`src/design/vfvm_pkg.sv`:
```
// Shared types, constants and address helpers for the voxel face visibility block.
package vfvm_pkg;

  // Grid geometry and cell layout
  localparam int GRID_SIDE  = 16;
  localparam int KIND_BITS  = 8;
  localparam int CELL_COUNT = GRID_SIDE * GRID_SIDE * GRID_SIDE;
  localparam int ADDR_W     = $clog2(CELL_COUNT);
  localparam int CELL_W     = KIND_BITS + 2;
  localparam int SOLID_POS  = KIND_BITS;
  localparam int CLEAR_POS  = KIND_BITS + 1;

  // Fixed port widths
  localparam int POS_W      = 4;
  localparam int KIND_IN_W  = 8;
  localparam int MASK_W     = 6;
  localparam int FACE_W     = 3;

  // Command queue between front and back
  localparam int QUEUE_DEPTH = 2;
  localparam int QPTR_W      = $clog2(QUEUE_DEPTH);
  localparam int QCNT_W      = $clog2(QUEUE_DEPTH + 1);

  typedef enum logic [1:0] {
    OP_WRITE,
    OP_QUERY,
    OP_ZERO
  } op_e;

  typedef enum logic [FACE_W-1:0] {
    FACE_BACK   = 3'd0,
    FACE_FRONT  = 3'd1,
    FACE_LEFT   = 3'd2,
    FACE_RIGHT  = 3'd3,
    FACE_TOP    = 3'd4,
    FACE_BOTTOM = 3'd5
  } face_e;

  typedef struct packed {
    op_e               op;
    logic [POS_W-1:0]  x;
    logic [POS_W-1:0]  y;
    logic [POS_W-1:0]  z;
    logic [CELL_W-1:0] cell_bits;
  } cmd_t;

  typedef struct packed {
    logic full;
    logic empty;
  } queue_status_t;

  typedef struct packed {
    logic              in_grid;
    logic [ADDR_W-1:0] addr;
  } nb_t;

  function automatic logic coord_ok(logic [POS_W-1:0] c);
    return int'(c) < GRID_SIDE;
  endfunction

  function automatic logic [ADDR_W-1:0] cell_addr(logic [POS_W-1:0] x,
                                                 logic [POS_W-1:0] y,
                                                 logic [POS_W-1:0] z);
    logic [ADDR_W-1:0] ax;
    logic [ADDR_W-1:0] ay;
    ax = ADDR_W'(x) * ADDR_W'(GRID_SIDE * GRID_SIDE);
    ay = ADDR_W'(y) * ADDR_W'(GRID_SIDE);
    return ax + ay + ADDR_W'(z);
  endfunction

  // Locate the neighbor across one face and tell whether it is inside the grid
  function automatic nb_t neighbor(logic [POS_W-1:0] x, logic [POS_W-1:0] y,
                                   logic [POS_W-1:0] z, logic [FACE_W-1:0] f);
    nb_t              r;
    logic [POS_W-1:0] nx;
    logic [POS_W-1:0] ny;
    logic [POS_W-1:0] nz;
    nx = x;
    ny = y;
    nz = z;
    r.in_grid = 1'b0;
    case (f)
      FACE_BACK: begin
        r.in_grid = (z != '0);
        nz = z - POS_W'(1);
      end
      FACE_FRONT: begin
        r.in_grid = (int'(z) + 1 < GRID_SIDE);
        nz = z + POS_W'(1);
      end
      FACE_LEFT: begin
        r.in_grid = (x != '0);
        nx = x - POS_W'(1);
      end
      FACE_RIGHT: begin
        r.in_grid = (int'(x) + 1 < GRID_SIDE);
        nx = x + POS_W'(1);
      end
      FACE_TOP: begin
        r.in_grid = (int'(y) + 1 < GRID_SIDE);
        ny = y + POS_W'(1);
      end
      FACE_BOTTOM: begin
        r.in_grid = (y != '0);
        ny = y - POS_W'(1);
      end
      default: r.in_grid = 1'b0;
    endcase
    r.addr = cell_addr(nx, ny, nz);
    return r;
  endfunction

endpackage

```
`src/design/vfvm_queue.sv`:
```
// Two-entry command queue that decouples the front from the back.
module vfvm_queue (
  input  logic                   clk_i,
  input  logic                   rst_ni,
  input  logic                   push_i,
  input  vfvm_pkg::cmd_t         wdata_i,
  input  logic                   pop_i,
  output vfvm_pkg::cmd_t         rdata_o,
  output vfvm_pkg::queue_status_t status_o
);

  vfvm_pkg::cmd_t                    entries_q [vfvm_pkg::QUEUE_DEPTH];
  logic [vfvm_pkg::QPTR_W-1:0]       wr_ptr_q, rd_ptr_q;
  logic [vfvm_pkg::QCNT_W-1:0]       count_q;
  logic                              do_push, do_pop;

  assign status_o.full  = (int'(count_q) == vfvm_pkg::QUEUE_DEPTH);
  assign status_o.empty = (count_q == '0);
  assign do_push        = push_i && !status_o.full;
  assign do_pop         = pop_i && !status_o.empty;
  assign rdata_o        = entries_q[rd_ptr_q];

  // Store payload
  always_ff @(posedge clk_i) begin
    if (do_push) begin
      entries_q[wr_ptr_q] <= wdata_i;
    end
  end

  // Advance pointers and occupancy
  always_ff @(posedge clk_i or negedge rst_ni) begin
    if (!rst_ni) begin
      wr_ptr_q <= '0;
      rd_ptr_q <= '0;
      count_q  <= '0;
    end else begin
      if (do_push) begin
        wr_ptr_q <= (int'(wr_ptr_q) == vfvm_pkg::QUEUE_DEPTH - 1) ? '0
                    : wr_ptr_q + vfvm_pkg::QPTR_W'(1);
      end
      if (do_pop) begin
        rd_ptr_q <= (int'(rd_ptr_q) == vfvm_pkg::QUEUE_DEPTH - 1) ? '0
                    : rd_ptr_q + vfvm_pkg::QPTR_W'(1);
      end
      if (do_push && !do_pop) begin
        count_q <= count_q + vfvm_pkg::QCNT_W'(1);
      end else if (do_pop && !do_push) begin
        count_q <= count_q - vfvm_pkg::QCNT_W'(1);
      end
    end
  end

endmodule

```
`config.mk`:
```
export PLATFORM = sky130hd
export DESIGN_NAME = vfvm_queue
export DESIGN_NICKNAME = d
export VERILOG_FILES = /design/src/design/vfvm_pkg.sv /design/src/design/vfvm_queue.sv
export SDC_FILE = /design/constraint.sdc
export NUM_CORES = 1
export LEC_CHECK = 0
export BUFFER_PORTS_ARGS = -buffer_cell sky130_fd_sc_hd__buf_2
export CORE_MARGIN = 1.5
export CORE_UTILIZATION = 46
export DETAILED_ROUTE_END_ITERATION = 8
export HOLD_SLACK_MARGIN = 0.15
export MAX_ROUTING_LAYER = met4
export PLACE_DENSITY = 0.83
export SYNTH_ARGS = -nofsm -noshare
export SYNTH_HDL_FRONTEND = slang
export SYNTH_SLANG_ARGS = --single-unit
```
`constraint.sdc`:
```
create_clock -name clk_i -period 1.95 [get_ports clk_i]
set_input_delay 0.585 -clock clk_i [delete_from_list [all_inputs] [get_ports clk_i]]
set_output_delay 0.585 -clock clk_i [all_outputs]
set_load 0.05 [all_outputs]
```
* Word level (Yosys, flattened, before mapping) *
Memories as Yosys holds them, arrays and structs flattened.
Index checks and enable logic that the tools add are counted.

storage, ports and cells
  logic and storage cells = 25
  register bits after elaboration = 4
  bits of input ports = 28
  output and inout port bits = 26
  RAM bits = 48
  ROM bits = 0
  memories kept = 1
  latch bits = 0

cells by class
  reduce and logical (&&, ||, !) cells = 10
  div/mod/pow operators = 0
  $lt $le $gt $ge = 0
  muxes and demuxes = 6
  eq/ne operators = 1
  shift operators = 0
  add/sub/neg operators = 4
  bitwise logic cells = 0
  multiply operators = 0

memories
  name       depth  width  read ports  clocked after memory_dff  write ports  line              source
  entries_q  2      24     1           0                         1            vfvm_queue.sv:12  vfvm_pkg::cmd_t entries_q [vfvm_pkg::QUEUE_DEPTH];

operators by type and width
  cell                 count
  $logic_and 1x1->1    4
  $logic_not 1->1      4
  $mux 1               4
  $mux 2               2
  $add 1x1->1 const B  2
  $add 2x1->2 const B  1
  $eq 2x2->1 const B   1
  $logic_not 2->1      1
  $reduce_bool 2->1    1
  $sub 2x1->2 const B  1

* Depth between registers and ports, before layout *
Gate-level depths: netlist (run 1).

  word-level depth = 7
  mapped depth = 7
  mapped depth without buffers = 7

* Worst setup path before layout (run 1) *
No wires, ideal clock.

  path kind = input port to flip-flop
  start point = input push_i
  end point = memory entries_q[0][0] in the netlist's numbering, enable pin
  arrival = 1698 ps
  library setup time = 405 ps
  cell stages on the path = 2
  data required time = 1545 ps
  path slack = -153 ps
  buffers on the path = 0
  cell sequence = nand2_1 -> nor2_1

on the way
  word-level cells in the longest chain between the ends = 3

ends and longest elaborated chain
  item                          line              source
  start, declared               vfvm_queue.sv:5   input logic push_i,
  $logic_and 1x1->1             vfvm_queue.sv:19  assign do_push = push_i && !status_o.full;
  $mux 1                        vfvm_queue.sv:25  if (do_push) begin
  $mux 1 (implied by the code)  vfvm_queue.sv:26  entries_q[wr_ptr_q] <= wdata_i;
  end, declared                 vfvm_queue.sv:12

Every way passes these cells.

==> results.json, run 1 <==
{
  "fp-row-count": 23,
  "cts_setup_buffers": 0,
  "pwr-share-comb_pct": 53.0,
  "core_um2": 4120,
  "clockBufferDepth": 2,
  "final_common_cell": "edfxtp_1",
  "instances_no_fill": 210,
  "ys_top_cells_by_area": "edfxtp_1 71%, mux2_4 14%, dfrtp_1 4.9%",
  "end_kind": "primary output",
  "clkPwrFrac_pct": 12.2,
  "grt.overflow.total": 0,
  "p_switching_mw": 1.84,
  "rsz0062_at_grt": "true",
  "cts_tree": "done",
  "fin_ws_ns": -0.00922,
  "place.gp.congestion": 0.711,
  "portBuffers": 53,
  "cts.sinks": 52,
  "hold_class": "primary input to flop",
  "die_w_um": 69.4,
  "critical_path_arrival_ns": 1.37,
  "grt.total_usage_pct": 14.0,
  "yosys.area_share.simple_pct": 1.36,
  "maxCapViolations": 0,
  "synth_top_family_by_area": "multiplexers",
  "final_cell_mix": "48 x edfxtp_1, 29 x buf_2, 24 x mux2_4",
  "path_cells": "buf_8 -> mux2_4 -> buf_8",
  "die-area_um2": 4820,
  "pwr-share-seq_pct": 34.7,
  "hpwlAfterDp_um": 2240,
  "synth-compound-area-share_pct": 0.246,
  "syn_nets": 123,
  "rrSetupSlack_ns": 0.39,
  "synth_area_per_cell_um2": 21.6,
  "cts_root_buf": "clkbuf_8",
  "peakVddDrop_v": 0.00112,
  "synth_seq_cells": 52,
  "antenna_found_initial": 0,
  "min_period_ns": 1.96,
  "netlist_area_um2": 2030,
  "slowest_delay_ns": 0.46,
  "wl_per_cell_um": 14.6,
  "synth_xor_area_share_pct": 2.16,
  "hold_violations": 0,
  "post-route-period-util_pct": 100,
  "first_global_vias": 1050,
  "via_count": 998,
  "final-setup-viol-count": 14,
  "dp.cells": 200,
  "critPathMaxFanout": 7,
  "power_density_nw_per_um2": 1760,
  "rr_startpoint": "count_q[0]$_DFFE_PN0P_",
  "startpoint_type": "flop",
  "numCtsBuffers": 5,
  "clock.fmax_mhz": 510,
  "p_leak_nw": 1.11,
  "outcome": "complete, but fails checks",
  "grt_max_degree": 17,
  "h-tree-depth": 2,
  "chipHeight_um": 69.4,
  "synthAdderAreaFrac_pct": 0.616,
  "synth.distinct_cells": 15,
  "yosysWarnings": 0,
  "timing.rr.end": "count_q[1]$_DFFE_PN0P_",
  "slew_viol_final": 0,
  "diodes": 0,
  "firstDrtPassIters": 4,
  "place_ws_ns": 0.226,
  "slowest_stage": "dfrtp_2",
  "crit_type": "flop to primary output",
  "min_path_cells": 1,
  "p_int_mw": 2.91,
  "finalWirelength_um": 3070,
  "grt_pass1_wl_um": 4990,
  "crit_path_frequent_cell": "buf_8",
  "cp.required_ns": 1.36,
  "nNetsFinal": 188,
  "setup.worst_path.start": "rd_ptr_q$_DFFE_PN0P_",
  "tns_ns": -0.0667,
  "vias_per_cell": 4.75,
  "maxSlewHeadroom_pct": 83.4,
  "setup.worst_path.end": "rdata_o[7]",
  "yosysSeqAreaShare_pct": 75.9,
  "yosysTopAreaCellShare_pct": 71.0,
  "worstMarginPinSlew_ns": 0.250,
  "syn_inst": 94,
  "clock_latency_ns": 0.29,
  "ff2ff_path_depth": 7,
  "violations": "setup timing",
  "fin_area_um2": 2690,
  "synthMuxAreaShare_pct": 16.8,
  "path_clk_slew_ns": 0.08,
  "io_pins": 54,
  "fin_skew_ns": 0.00815,
  "ant_nets": 0,
  "drc": 0,
  "drive_gt1_share_pct": 57.5,
  "start_util_pct": 49.3,
  "p_sw_share_pct": 38.8,
  "yosysTopAreaCell": "edfxtp_1",
  "area.growth.synth_to_final_pct": 32.6,
  "post_dp_cell_area_um2": 2350,
  "first_iter_violations": 68
}
## through the flow
step | util [%] | hold WS, ns | total power, mW
finish | 65.4 | 0.479 | 4.75
global route | 65.4 | 0.460 | 4.95
CTS | 64.7 | 0.469 | 4.74
detailed placement | 57.2 | 0.397 | 3.70
global placement | 57.2 | 0.392 | 3.64
floorplan | - | 0.289 | 3.37
## cells by family (layout without fill, tap and decap cells)
logic type,Yosys count,count (layout)
buf+inv,5,71
compound gates,1,1
mux,24,24
xor+xnor,5,5
flops,52,52
simple gates,6,6
fa+ha+maj,1,1
## area by class of cell
| cell class | count | area (um^2) |
|---|---|---|
| clock buffers | 7 | 86.3 |
| clock inverters | 1 | 3.75 |
| fillers | 294 | 1420 |
| inverters | 2 | 7.51 |
| multi-input cells | 37 | 452 |
| flip-flops and latches | 52 | 1540 |
| well taps | 50 | 62.6 |
| repair buffers | 61 | 538 |
## how the worst min path moves through the flow
stage | from | to | slack (ns)
2_1_floorplan | rst_ni | count_q[0]$_DFFE_PN0P_ | 0.29
3_3_place_gp | rst_ni | count_q[0]$_DFFE_PN0P_ | 0.39
3_5_place_dp | rst_ni | count_q[1]$_DFFE_PN0P_ | 0.40
4_1_cts | wdata_i[16] | entries_q[0][16]$_DFFE_PP_ | 0.47
5_1_grt | wdata_i[16] | entries_q[0][16]$_DFFE_PP_ | 0.46
6_report | wdata_i[14] | entries_q[1][14]$_DFFE_PP_ | 0.48
## routing by layer
metal,routed length [um],track usage (%)
met1,1230,16.1
met2,1630,23.6
met3,217,5.67
met4,0,1.96
met5,0,-
## power by group through the flow
stage,Clock [mW],Combinational (mW),Sequential (mW)
global route,0.654,2.62,1.67
CTS,0.606,2.48,1.66
detailed placement,0,2.04,1.66
finish,0.581,2.52,1.65
floorplan,0,1.74,1.63
global placement,0,2.00,1.64
## cells in the mapped netlist, drive strengths merged
cell    count
nand2       1
mux2       24
nor2        3
xor2        2
edfxtp     48
dfrtp       4
inv         2
and3        1
ha          1
xnor2       3
nand2b      1
buf         3
o21ai       1
## registers in the layout, indices dropped and copies added (netlist names)
name	flops
count_q	2
entries_q	48
rd_ptr_q	1
wr_ptr_q	1
## worst max-delay path, delay by kind of cell (launching register included)
kind / cells / cell delay, ns
flops: 1 / 0.46
buf+inv: 2 / 0.31
mux: 1 / 0.31
## repair_timing
item,in CTS,in global routing
cloned,1,0
hold buffers,1,0
gates resized for setup,57,10
pin swaps,0,0
endpoints found under the hold margin,4,0
setup endpoints to repair,24,24
Power figures use the tool's default switching activity.
==> inputs of run 2 (changes only) <==
Settings changed: ABC_AREA set to 1, PLACE_DENSITY 0.83 to 0.74.
==> results.json, run 2 <==
{
  "outcome": "finished, final reports clean",
  "yosysMostFrequentCell": "nand2_1",
  "crit_type": "flop to primary output",
  "rrSetupSlack_ns": 0.55,
  "critical_path_arrival_ns": 1.31,
  "die-area_um2": 4720,
  "clock_latency_ns": 0.30,
  "start_util_pct": 48.6,
  "firstDrtPassIters": 4,
  "fp-row-count": 23,
  "worstMarginPinSlew_ns": 0.357,
  "cts.sinks": 52,
  "maxSlewHeadroom_pct": 76.0,
  "core_um2": 4090,
  "timing.rr.end": "entries_q[1][21]$_DFFE_PP_",
  "final_cell_mix": "81 x nand2_1, 48 x edfxtp_1, 33 x buf_2",
  "critPathMaxFanout": 25,
  "via_count": 1259,
  "final-setup-viol-count": 0,
  "post-route-period-util_pct": 97.2,
  "io_pins": 54,
  "grt_max_degree": 26,
  "numCtsBuffers": 5,
  "cts_root_buf": "clkbuf_8",
  "ys_top_cells_by_count": "81 x nand2_1, 48 x edfxtp_1, 7 x inv_1, 4 x dfrtp_1",
  "ff2ff_path_depth": 3,
  "slew_viol_final": 0,
  "peakVddDrop_v": 0.00122,
  "hold_class": "primary input to flop",
  "portBuffers": 53,
  "wl_per_cell_um": 12.2,
  "final_common_cell": "nand2_1",
  "path_clk_slew_ns": 0.09,
  "hpwlAfterDp_um": 2220,
  "path_cells": "buf_12 -> nand2_1 -> nand2_1 -> buf_2",
  "area.growth.synth_to_final_pct": 28.6,
  "cp.buffers_inverters": 2,
  "h-tree-depth": 2,
  "clock.fmax_mhz": 528,
  "grt.total_usage_pct": 15.3,
  "chipHeight_um": 68.7,
  "ant_nets": 0,
  "synth_area_per_cell_um2": 12.6,
  "clockBufferDepth": 2,
  "diodes": 0,
  "finalWirelength_um": 3280,
  "synth_edf_count": 48,
  "cts_setup_buffers": 0,
  "power_density_nw_per_um2": 1890,
  "synthFlopType": "edfxtp_1",
  "startpoint_type": "flop",
  "ys_top_cells_by_area": "edfxtp_1 73%, nand2_1 15%, dfrtp_1 5.0%",
  "synthArstFlopShare_pct": 7.69,
  "min_period_ns": 1.89,
  "yosysSeqAreaShare_pct": 77.6,
  "grt_pass1_wl_um": 4890,
  "netlist_area_um2": 1990,
  "first_global_vias": 1125,
  "drive_gt1_share_pct": 32.4,
  "place.gp.congestion": 0.726,
  "crit_path_frequent_cell": "nand2_1",
  "tns_ns": 0,
  "yosysTopAreaCell": "edfxtp_1",
  "rr_startpoint": "count_q[0]$_DFFE_PN0P_",
  "end_kind": "primary output",
  "slowest_delay_ns": 0.45,
  "setup.worst_path.start": "rd_ptr_q$_DFFE_PN0P_",
  "synth.distinct_cells": 16,
  "rsz0062_at_grt": "false",
  "syn_inst": 157,
  "yosysTopAreaCellShare_pct": 72.6,
  "slowest_stage": "dfrtp_2",
  "maxCapViolations": 0,
  "hold_violations": 0,
  "fin_skew_ns": 0.00927,
  "vias_per_cell": 4.68,
  "postLayoutCoreUtil_pct": 62.5,
  "grt.overflow.total": 0,
  "fin_area_um2": 2550,
  "setup.worst_path.end": "rdata_o[23]",
  "cp.required_ns": 1.36,
  "largest_reg_flops": 48,
  "top_register": "entries_q",
  "reg_top3": "entries_q x48, count_q x2",
  "first_iter_violations": 63,
  "yosysWarnings": 0,
  "synth_seq_cells": 52,
  "cts_tree": "done",
  "n_fill_cell": 316,
  "critPathTopFamily": "flip-flops",
  "p_leak_nw": 1.14,
  "post_dp_cell_area_um2": 2310,
  "die_w_um": 68.7,
  "nNetsFinal": 247,
  "path_depth": 4,
  "syn_nets": 186,
  "drc": 0,
  "antenna_found_initial": 0
}
## run 2: cell types whose count changed after synthesis, moves of 5 or more
cell	delta
mux2_4	-19
nand2_1	+80
inv_1	+5
mux2_2	-5
## run 2: per-stage QoR
stage	hold WS (ns)	power, mW	cells	setup WS, ns
6_report	0.471	4.81	269	0.0553
4_1_cts	0.458	4.75	269	0.00285
3_3_place_gp	0.400	3.70	260	0.228
5_1_grt	0.452	5.06	269	0.000289
2_1_floorplan	0.289	3.27	157	0.207
3_5_place_dp	0.403	3.73	260	0.203
## run 2: worst min-delay path by stage
stage	startpoint	slack [ns]	endpoint	depth (start not counted)
after floorplan	rst_ni	0.29	count_q[0]$_DFFE_PN0P_	0
after detailed placement	rst_ni	0.40	count_q[0]$_DFFE_PN0P_	1
after CTS	wdata_i[0]	0.46	entries_q[0][0]$_DFFE_PP_	1
after global placement	rst_ni	0.40	count_q[0]$_DFFE_PN0P_	1
after global routing	wdata_i[18]	0.45	entries_q[1][18]$_DFFE_PP_	1
final	wdata_i[0]	0.47	entries_q[1][0]$_DFFE_PP_	1
## run 2: cells by family after synthesis
family / synth area share, %
AND/OR/NAND/NOR: 17.3
buffers and inverters: 3.53
AO/OA/AOI/OAI: 0.504
XOR/XNOR: 0.441
adder cells (fa/ha/maj): 0.630
flip-flops: 77.6
## run 2: timing repair
| action | in CTS | in global routing |
|---|---|---|
| setup endpoints to repair | 24 | 20 |
| hold buffers | 1 | 0 |
| resized for setup | 8 | 22 |
| hold endpoints to repair | 4 | 0 |
## run 2: cell type report
type                       instances  area, um^2  area share, %
clock buffer                       5        68.8           2.69
sequential                        52        1540           60.4
tap                               50        62.6           2.45
multi-input combinational         92         377           14.7
inverter                           8        37.5           1.47
clock inverter                     3        90.1           3.53
timing repair buffer              59         375           14.7
## run 2: routing by layer
metal,wire length (um),up-vias,global-route usage [%]
met1,1310,584,17.4
met5,0,-,-
met4,14,0,5.39
li1,-,639,-
met2,1780,34,25.7
met3,170,2,4.87
## run 2: worst reg2reg max path, stage by stage, from the launching register on
cell     delay, ns
dfrtp_1       0.48
o21ai_0       0.21
nor2_2        0.14
buf_4         0.26
## run 2: where the power goes
part	internal [mW]	total [mW]	switching (mW)	leakage, nW
sequential	1.53	1.63	0.105	0.493
clock	0.641	0.968	0.327	0.0784
combinational	0.581	2.21	1.63	0.565
